$ cat src/rtl/tkm_pkg.sv
// Package for the touch-key Morse decoder.
// Holds the state, configuration, item and result types, the register indexes and reset values.
// No dependencies.
package tkm_pkg;

  // configuration register indexes
  typedef enum logic [1:0] {
    REG_HYSTERESIS_LIMIT = 2'd0,
    REG_DASH_THRESHOLD   = 2'd1,
    REG_GAP_THRESHOLD    = 2'd2
  } reg_index_t;

  // register reset values
  localparam logic [7:0] HYSTERESIS_LIMIT_RESET = 8'd20;
  localparam logic [7:0] DASH_THRESHOLD_RESET   = 8'h30;
  localparam logic [7:0] GAP_THRESHOLD_RESET    = 8'h50;

  // symbol code that toggles shift instead of being committed
  localparam logic [7:0] SHIFT_CODE = 8'd30;
  localparam logic [7:0] COUNT_MAX  = 8'hff;

  typedef struct packed {
    logic [7:0] hysteresis_limit;
    logic [7:0] dash_threshold;
    logic [7:0] gap_threshold;
  } tkm_cfg_t;

  typedef struct packed {
    logic       filtered_level;
    logic       previous_level;
    logic [7:0] disagree_count;
    logic [7:0] gap_timer;
    logic       timeout_seen;
    logic [7:0] code_accum;
    logic [7:0] length_accum;
    logic       shift_state;
  } tkm_state_t;

  typedef struct packed {
    logic touch_raw;
    logic sample_valid;
    logic timer_tick;
  } tkm_item_t;

  typedef struct packed {
    logic       key_level;
    logic       symbol_valid;
    logic [7:0] symbol_code;
    logic [7:0] symbol_length;
    logic       shift_active;
  } tkm_result_t;

endpackage

$ cat src/rtl/tkm_step.sv
// Next-state and result logic for one item of the touch-key Morse decoder.
// Purely combinational: hysteresis, gap timer, timeout check, then edge handling.
// Depends on tkm_pkg.
module tkm_step (
  input  tkm_pkg::tkm_cfg_t    cfg,
  input  tkm_pkg::tkm_state_t  state,
  input  tkm_pkg::tkm_item_t   item,
  output tkm_pkg::tkm_state_t  state_next,
  output tkm_pkg::tkm_result_t result
);
  import tkm_pkg::*;

  logic [7:0] count_inc;
  logic [7:0] threshold;
  logic       timeout_hit;
  logic [7:0] element;

  assign count_inc = state.disagree_count + 8'd1;

  always_comb begin
    state_next = state;
    result     = '0;
    threshold  = 8'd0;
    timeout_hit = 1'b0;
    element    = 8'd0;

    // hysteresis on fresh samples
    if (item.sample_valid) begin
      if (item.touch_raw != state.filtered_level) begin
        if (count_inc > cfg.hysteresis_limit) begin
          state_next.disagree_count = 8'd0;
          state_next.filtered_level = item.touch_raw;
        end else begin
          state_next.disagree_count = count_inc;
        end
      end else begin
        state_next.disagree_count = 8'd0;
      end
    end

    // saturating gap timer
    if (item.timer_tick && (state.gap_timer != COUNT_MAX)) begin
      state_next.gap_timer = state.gap_timer + 8'd1;
    end

    // timeout: dash time while down, symbol gap while up
    threshold   = state.previous_level ? cfg.dash_threshold : cfg.gap_threshold;
    timeout_hit = !state.timeout_seen && (state_next.gap_timer > threshold);
    if (timeout_hit) begin
      state_next.timeout_seen = 1'b1;
      if (!state.previous_level) begin
        if (state.code_accum == SHIFT_CODE) begin
          state_next.shift_state = ~state.shift_state;
        end else if (state.length_accum != 8'd0) begin
          result.symbol_valid  = 1'b1;
          result.symbol_code   = state.code_accum;
          result.symbol_length = state.length_accum;
        end
        state_next.code_accum   = 8'd0;
        state_next.length_accum = 8'd0;
      end
    end

    // level change; a release appends a dot or a dash
    if (state_next.filtered_level != state.previous_level) begin
      state_next.previous_level = state_next.filtered_level;
      if (!state_next.filtered_level) begin
        element = state_next.timeout_seen ? 8'd2 : 8'd1;
        state_next.code_accum = {state_next.code_accum[6:0], 1'b0} + element;
        if (state_next.length_accum != COUNT_MAX) begin
          state_next.length_accum = state_next.length_accum + 8'd1;
        end
      end
      state_next.gap_timer    = 8'd0;
      state_next.timeout_seen = 1'b0;
    end

    result.key_level    = state_next.filtered_level;
    result.shift_active = state_next.shift_state;
  end

endmodule

$ cat src/rtl/touch_key_morse_decoder.sv
// Touch-key Morse decoder, top level: input register, configuration registers,
// decoder state and result register. Depends on tkm_pkg and tkm_step.
//
// Each transaction on the input stream carries one touch sample and timer tick and
// gives exactly one result transaction. An item is captured in an input register,
// decoded by a single pass of short logic against the decoder state and lands in a
// result register, so the block takes one item per clock while the result side is
// not stalled. While a finished result waits, the input register still takes one more
// transaction; with the result side stalled the block then holds two items and
// drops s_axis_tready until the result register frees. Configuration writes are
// always accepted and take effect on the next item decoded; indexes beyond the
// register list are ignored.
module touch_key_morse_decoder (
  input  logic        clk,
  input  logic        rst,
  // input stream
  input  logic        s_axis_tvalid,
  output logic        s_axis_tready,
  input  logic [7:0]  s_axis_tdata,  // [0] touch_raw, [1] timer_tick, rest zero
  input  logic        s_axis_tuser,  // [0] sample_valid
  // result stream
  output logic        m_axis_tvalid,
  input  logic        m_axis_tready,
  // [0] key_level, [8:1] symbol_code, [16:9] symbol_length, [17] shift_active
  output logic [23:0] m_axis_tdata,
  output logic        m_axis_tuser,  // [0] symbol_valid
  // configuration write channel
  input  logic        cfg_valid,
  output logic        cfg_ready,
  input  logic [1:0]  cfg_index,
  input  logic [7:0]  cfg_data
);
  import tkm_pkg::*;

  tkm_cfg_t    cfg;
  tkm_state_t  state;
  tkm_state_t  state_next;
  tkm_item_t   item;
  tkm_item_t   item_in;
  tkm_result_t result;
  tkm_result_t result_next;
  logic        item_valid;
  logic        out_free;
  logic        advance;

  // handshake: the result register frees when empty or being taken
  assign out_free      = !m_axis_tvalid || m_axis_tready;
  assign advance       = item_valid && out_free;
  assign s_axis_tready = !item_valid || out_free;
  assign cfg_ready     = 1'b1;

  assign item_in.touch_raw    = s_axis_tdata[0];
  assign item_in.timer_tick   = s_axis_tdata[1];
  assign item_in.sample_valid = s_axis_tuser;

  // configuration registers
  always_ff @(posedge clk) begin
    if (rst) begin
      cfg.hysteresis_limit <= HYSTERESIS_LIMIT_RESET;
      cfg.dash_threshold   <= DASH_THRESHOLD_RESET;
      cfg.gap_threshold    <= GAP_THRESHOLD_RESET;
    end else if (cfg_valid && cfg_ready) begin
      case (cfg_index)
        REG_HYSTERESIS_LIMIT: cfg.hysteresis_limit <= cfg_data;
        REG_DASH_THRESHOLD:   cfg.dash_threshold   <= cfg_data;
        REG_GAP_THRESHOLD:    cfg.gap_threshold    <= cfg_data;
        default: ;
      endcase
    end
  end

  // input register
  always_ff @(posedge clk) begin
    if (rst) begin
      item_valid <= 1'b0;
    end else if (s_axis_tready) begin
      item_valid <= s_axis_tvalid;
    end
  end

  always_ff @(posedge clk) begin
    if (s_axis_tvalid && s_axis_tready) begin
      item <= item_in;
    end
  end

  // decode logic
  tkm_step u_step (
    .cfg        (cfg),
    .state      (state),
    .item       (item),
    .state_next (state_next),
    .result     (result_next)
  );

  // decoder state
  always_ff @(posedge clk) begin
    if (rst) begin
      state <= '0;
    end else if (advance) begin
      state <= state_next;
    end
  end

  // result register
  always_ff @(posedge clk) begin
    if (rst) begin
      m_axis_tvalid <= 1'b0;
    end else if (out_free) begin
      m_axis_tvalid <= item_valid;
    end
  end

  always_ff @(posedge clk) begin
    if (advance) begin
      result <= result_next;
    end
  end

  assign m_axis_tdata = {6'd0, result.shift_active, result.symbol_length,
                         result.symbol_code, result.key_level};
  assign m_axis_tuser = result.symbol_valid;

endmodule
$ cat config.mk
export PLATFORM = sky130hd
export DESIGN_NAME = touch_key_morse_decoder
export DESIGN_NICKNAME = d
export VERILOG_FILES = /design/src/rtl/tkm_pkg.sv /design/src/rtl/tkm_step.sv /design/src/rtl/touch_key_morse_decoder.sv
export SDC_FILE = /design/constraint.sdc
export NUM_CORES = 1
export LEC_CHECK = 0
export BUFFER_PORTS_ARGS = -buffer_cell sky130_fd_sc_hd__buf_2
export CAP_MARGIN = 20
export CORE_MARGIN = 2
export CORE_UTILIZATION = 40
export CTS_BUF_LIST = sky130_fd_sc_hd__clkbuf_8
export CTS_CLUSTER_DIAMETER = 40
export DETAILED_ROUTE_END_ITERATION = 8
export PLACE_DENSITY = 0.66
export SYNTH_ARGS = -nofsm -noshare
export SYNTH_HDL_FRONTEND = slang
export SYNTH_SLANG_ARGS = --single-unit
$ cat constraint.sdc
create_clock -name clk -period 5.2 [get_ports clk]
set_clock_uncertainty 0.05 [all_clocks]
set_input_delay 0.26 -clock clk [delete_from_list [all_inputs] [get_ports clk]]
set_output_delay 0.26 -clock clk [all_outputs]
set_load 0.03 [all_outputs]
==> impl_metrics.toml, run 1 <==
[worst_setup_path]
crit_path_frequent_cell = "ha_1"
path_cells = "ha_1, nand3_1, o21a_1, nand4_1, or2_2, xnor2_1, ha_1, nand4_1, nor2_1, a211oi_1, o21ai_2, and2_1, ha_1, nand2_1, nor2_1, a221oi_2, a311oi_1, a41o_1"
required_ns = 5.40
end_kind = "flop"
crit_path_start_kind = "flop"
crit_buf_inv = 0
max_stage_delay_ns = 0.51
cp.arrival_ns = 4.88
slowest_stage = "a221oi_2"
crit_family = "compound AO/OA/AOI/OAI gates"
worstPathMaxFanout = 9
crit_type = "reg -> reg"

[synthesis]
yosys_warnings = 0
ys_async_sr_fraction_pct = 0
yosysUniqueCellTypes = 53
netlist_area_um2 = 4310
synth_ff_type = "dfxtp_1"
syn_avg_cell_area_um2 = 9.12
synth-seq-cells = 84
syn_inst = 472
synth-seq-area-share_pct = 44.2
synth_edf_count = 22

[timing]
slew_viol_final = 0
hold_violations = 0
max_slew_margin_pct = 33.0
setup_violations = 0
max_freq_mhz = 214
period_minus_slack_ns = 4.68
layout_setup_ws_ns = 0.522
min_period_over_period_pct = 90.0
grt_setup_unrepaired = "no"
setup_tns_ns = 0
worst_slew_pin_slew_ns = 1.01

[clock_network]
post_cts_resized = 0
clock_latency_ns = 0.35
tritoncts = "done"
cts_buffers = 9
postCtsHoldBufs = 0
h-tree-depth = 3
clk_pin_slew_ns = 0.09
root_buffer = "clkbuf_8"
cts_buffer_depth = 2
postCtsSetupBuffers = 0
clock-sinks = 84

[pwr]
peakVddDrop_mv = 0.205
power_frac_comb_pct = 8.6
power.density_nw_per_um2 = 268
static-leakage-power_nw = 1.91
clkPwrFrac_pct = 37.0
p_sw_uw = 333
p_int_uw = 948
p_seq_share_pct = 54.4
netSwitchingFraction_pct = 26.0

[place]
dp.final_hpwl_mm = 5.98
io_buffers = 38
dp_slack_ns = 0.567
globalplace.congestion = 0.855

[die]
io_pins = 52
die_y_um = 108
die_x_um = 108
fp.dieArea_um2 = 11600
core_area_um2 = 10400
row_count = 37
start_util_pct = 41.5

[routing]
dr.pass1.iters = 4
via_per_inst = 5.23
postRouteAntennaNets = 0
wl_per_cell_um = 13.5
route.vias.total = 3371
drt_iter0_drc = 127
remaining_drc_errors = 0
totalWireLength_mm = 8.72

[grt]
grt_max_degree = 65
grt_use_total_pct = 16.2
grt-ovfl-total = 0
grt_pass1_vias = 3234
grt_first_pass_wirelength_mm = 15.0
antenna_found_initial = 0

[final_layout]
area_growth_pct = 11.0
final_util_pct = 46.1
n_antenna_cell = 0
fin_nets = 548
final_cell_mix = "dfxtp_1 (62), nor2_1 (54), nand2_1 (39)"
drive_above_1_share_pct = 12.8
layout_commonest_cell = "dfxtp_1"

[run_status]
status = "finished, final reports clean"

[job]
drv_cap = 0

[hold_path]
min_path_type = "in -> reg"
final timing paths:
| kind | startpoint | end | slack, ns | depth (start not counted) |
|---|---|---|---|---|
| worst max register to register | state[18]$_SDFFE_PP0P_ | state[4]$_SDFFE_PP0P_ | 0.52 | 18 |
| worst min-delay path | s_axis_tdata[1] | item[0]$_DFFE_PP_ | 0.03 | 1 |
| worst max-delay path | state[18]$_SDFFE_PP0P_ | state[4]$_SDFFE_PP0P_ | 0.52 | 18 |
| worst min register to register | cfg[4]$_SDFFE_PP1P_ | cfg[4]$_SDFFE_PP1P_ | 0.42 | 1 |
logic make-up (layout without fill, tap and decap cells):
family	after synthesis	after routing	share of synthesized area, %
AND/OR/NAND/NOR	198	198	23.0
flip-flops	84	84	44.2
AO/OA/AOI/OAI	82	82	12.6
buffers and inverters	41	72	4.42
XOR/XNOR	22	22	4.47
multiplexers	22	22	5.14
adder cells (fa/ha/maj)	21	21	6.10
other	2	7	0.174
synth_stat cells (5+ instances only):
library cell   n  area (um^2)
o21ai_0        5         25.0
nand4_1       11         68.8
a311oi_1       5         43.8
dfxtp_1       62         1240
a21oi_1       36          180
xor2_1         9         78.8
xnor2_1       13          114
clkbuf_1      16         60.1
edfxtp_1      22          661
ha_1          21          263
mux2i_1       21          210
and3_1         7         43.8
a211o_1        7         61.3
nand2_1       39          146
and2_1        24          150
inv_1         13         48.8
nor3_1         5         25.0
nor2_1        54          203
nand3_1       28          140
nand2b_1       7         43.8
buf_4          7         52.6
flip-flops by register name, summed over array words and instances (netlist names):
register       cells
cfg               24
item               3
item_valid         1
m_axis_tdata      18
m_axis_tuser       1
m_axis_tvalid      1
state             36
cell type report:
type                            instances  area, um^2
Clock buffer                            9         124
Clock inverter                          7        73.8
Fill cell                            1014        5590
Inverter                               13        48.8
Multi-Input combinational cell        352        2230
Sequential cell                        84        1900
Tap cell                              136         170
Timing Repair Buffer                   43         228
power by group through the flow:
stage | Sequential, mW | Combinational, mW | Clock [mW]
4_1_cts | 0.697 | 0.110 | 0.491
5_1_grt | 0.700 | 0.122 | 0.514
3_5_place_dp | 0.712 | 0.109 | 0
6_report | 0.697 | 0.109 | 0.474
2_1_floorplan | 0.721 | 0.0727 | 0
3_3_place_gp | 0.712 | 0.107 | 0
worst register-to-register path: stages, from the launching register on:
cell,delay (ns)
dfxtp_1,0.37
ha_1,0.26
nand3_1,0.11
o21a_1,0.21
nand4_1,0.27
or2_2,0.40
xnor2_1,0.15
ha_1,0.32
nand4_1,0.11
nor2_1,0.07
a211oi_1,0.45
o21ai_2,0.24
and2_1,0.22
ha_1,0.27
nand2_1,0.11
nor2_1,0.07
a221oi_2,0.51
a311oi_1,0.18
a41o_1,0.23
per-stage QoR:
| stage | hold WS, ns | std cells | area (um^2) | total power, mW |
|---|---|---|---|---|
| 5_1_grt | 0.00273 | 644 | 4780 | 1.34 |
| 3_3_place_gp | 0.387 | 628 | 4580 | 0.818 |
| 3_5_place_dp | 0.388 | 628 | 4580 | 0.822 |
| 6_report | 0.0270 | 644 | 4780 | 1.28 |
| 2_1_floorplan | 0.309 | 477 | 4330 | 0.794 |
| 4_1_cts | 0.00674 | 644 | 4780 | 1.30 |
layer usage:
| layer | routed length, um | global-route usage [%] | vias to the layer above |
|---|---|---|---|
| met5 | 0 | 0 | - |
| met3 | 389 | 3.75 | 14 |
| met2 | 3990 | 26.5 | 73 |
| met4 | 147 | 5.40 | 0 |
| li1 | - | - | 1729 |
| met1 | 4190 | 21.0 | 1555 |
Note: power is estimated with default switching activity, not from simulation.
==> inputs of run 2 (changes only) <==
--- a/config.mk
+++ b/config.mk
@@ -5,6 +5,7 @@
 export SDC_FILE = /design/constraint.sdc
 export NUM_CORES = 1
 export LEC_CHECK = 0
+export ABC_AREA = 1
 export BUFFER_PORTS_ARGS = -buffer_cell sky130_fd_sc_hd__buf_2
 export CAP_MARGIN = 20
 export CORE_MARGIN = 2
@@ -12,6 +13,7 @@
 export CTS_BUF_LIST = sky130_fd_sc_hd__clkbuf_8
 export CTS_CLUSTER_DIAMETER = 40
 export DETAILED_ROUTE_END_ITERATION = 8
+export HOLD_SLACK_MARGIN = 0.08
 export PLACE_DENSITY = 0.66
 export SYNTH_ARGS = -nofsm -noshare
 export SYNTH_HDL_FRONTEND = slang
==> impl_metrics.toml, run 2 <==
[clock_network]
tritoncts = "done"
post_cts_resized = 0
postCtsHoldBufs = 4
clock_latency_ns = 0.36
clock-sinks = 84
clk_pin_slew_ns = 0.09
cts_buffer_depth = 2
cts_buffers = 9
root_buffer = "clkbuf_8"
postCtsSetupBuffers = 0
h-tree-depth = 3

[routing]
via_per_inst = 4.85
route.vias.total = 3658
postRouteAntennaNets = 0
remaining_drc_errors = 0
wl_per_cell_um = 11.7
dr.pass1.iters = 4
totalWireLength_mm = 8.80
drt_iter0_drc = 128

[timing]
max_freq_mhz = 265
setup_tns_ns = 0
max_slew_margin_pct = 39.7
worst_slew_pin_slew_ns = 0.897
min_period_over_period_pct = 72.7
layout_setup_ws_ns = 1.42
grt_setup_unrepaired = "no"
whs_ns = 0.101
hold_violations = 0
period_minus_slack_ns = 3.78
slew_viol_final = 0
setup_violations = 0

[synthesis]
yosys_warnings = 0
syn_inst = 574
synth-seq-cells = 84
yosysUniqueCellTypes = 40
ys_top_cells_by_area = "dfxtp_1 (28%), edfxtp_1 (15%), nand2_1 (10%)"
synth_edf_count = 22
netlist_area_um2 = 4440
syn_avg_cell_area_um2 = 7.73
synthMostInstantiatedCell = "nand2_1"
yosys.area.top_type = "dfxtp_1"
synth_top_area_share_pct = 28.0
synth_common_cells = "nand2_1 (119), inv_1 (77), dfxtp_1 (62)"
synth-seq-area-share_pct = 42.9
ys_async_sr_fraction_pct = 0
synth_ff_type = "dfxtp_1"

[pwr]
p_sw_uw = 330
peakVddDrop_mv = 0.124
p_total_mw = 1.29
p_int_uw = 957
power_frac_comb_pct = 8.8
clkPwrFrac_pct = 36.9
p_seq_share_pct = 54.4
static-leakage-power_nw = 2.17
netSwitchingFraction_pct = 25.6
power.density_nw_per_um2 = 261

[place]
io_buffers = 38
dp_slack_ns = 1.42
dp.final_hpwl_mm = 6.24
globalplace.congestion = 0.767
place.detailed.instances = 734

[die]
core_area_um2 = 10800
io_pins = 52
start_util_pct = 40.9
fp.dieArea_um2 = 11900
row_count = 38
die_x_um = 109
die_y_um = 109

[worst_setup_path]
crit_type = "reg -> reg"
crit_path_start_kind = "flop"
end_kind = "flop"
cp.arrival_ns = 3.98
worstPathMaxFanout = 18
required_ns = 5.40

[final_layout]
drive_above_1_share_pct = 13.7
fill_cells = 1100
seqCellArea_um2 = 1900
n_antenna_cell = 0
area_growth_pct = 11.4
largest_reg_flops = 36
layout_commonest_cell = "nand2_1"
fin_cells = 754
final_cell_mix = "nand2_1 (119), inv_1 (77), dfxtp_1 (62)"
fin_nets = 654
regMostFlops = "state"
multiInputGateArea_um2 = 2120

[grt]
grt_max_degree = 38
grt_first_pass_wirelength_mm = 15.4
grt_pass1_vias = 3499
grt_use_total_pct = 16.1
grt-ovfl-total = 0
antenna_found_initial = 0

[run_status]
status = "finished, final reports clean"

[hold_path]
min_path_type = "in -> reg"

[job]
drv_cap = 0
run 2: per-layer routing:
layer | up-vias | GRT usage, % | wire length [um]
li1 | 1905 | - | -
met1 | 1677 | 19.4 | 4010
met2 | 70 | 29.0 | 4310
met3 | 6 | 3.56 | 424
met4 | 0 | 4.07 | 60
met5 | - | 0 | 0
run 2: cells by family after synthesis:
kind of cell	share of synthesized area, %
buffers and inverters	9.76
AO/OA/AOI/OAI	12.0
multiplexers	0.451
adder cells (fa/ha/maj)	5.92
XOR/XNOR	3.36
flip-flops	42.9
other	0.169
AND/OR/NAND/NOR	25.4
run 2: metrics by stage:
stage	area, um^2	util, %
2_1_floorplan	4450	-
3_3_place_gp	4700	43.3
3_5_place_dp	4700	43.3
4_1_cts	4940	45.6
5_1_grt	4940	45.6
6_report	4940	45.6
run 2: path summary, 6_finish.rpt:
kind,from,end,slack (ns),depth (start not counted)
max,state[18]$_SDFFE_PP0P_,state[6]$_SDFFE_PP0P_,1.42,27
min,cfg_data[6],cfg[6]$_SDFFE_PP1P_,0.10,3
max reg2reg,state[18]$_SDFFE_PP0P_,state[6]$_SDFFE_PP0P_,1.42,27
min reg2reg,cfg[13]$_SDFFE_PP1P_,cfg[13]$_SDFFE_PP1P_,0.41,2
run 2: power groups by stage:
stage	clock network (mW)	logic (mW)	registers, mW
final	0.474	0.113	0.700
after global placement	0	0.109	0.714
after floorplan	0	0.0714	0.727
after detailed placement	0	0.111	0.715
after global routing	0.516	0.127	0.702
after CTS	0.490	0.114	0.700
run 2: area by class of cell:
cell class,count,area share [%]
flip-flops and latches,84,38.5
clock buffers,10,2.79
clock inverters,6,1.29
repair buffers,43,4.81
well taps,140,3.55
inverters,81,6.16
multi-input cells,390,42.9
run 2: worst max-delay path, stage by stage (launching register included):
cell and delay (ns):
dfxtp_1 0.36, ha_1 0.20, inv_1 0.08, nor2_1 0.05, nand4_1 0.08, nand2_2 0.11
nor2_4 0.13, nand3_2 0.10, nor3_2 0.13, xor2_1 0.11, ha_1 0.31, nand2_1 0.08
nor2_2 0.14, nand2_1 0.08, nand2_2 0.10, nand3_4 0.21, nand2_1 0.15, inv_1 0.05
ha_1 0.22, and3_1 0.19, nand2_2 0.09, nor2_4 0.05, nand2_2 0.09, nand2_4 0.08
nor2_8 0.16, nand2_2 0.07, o21ai_1 0.12, nor2_1 0.07
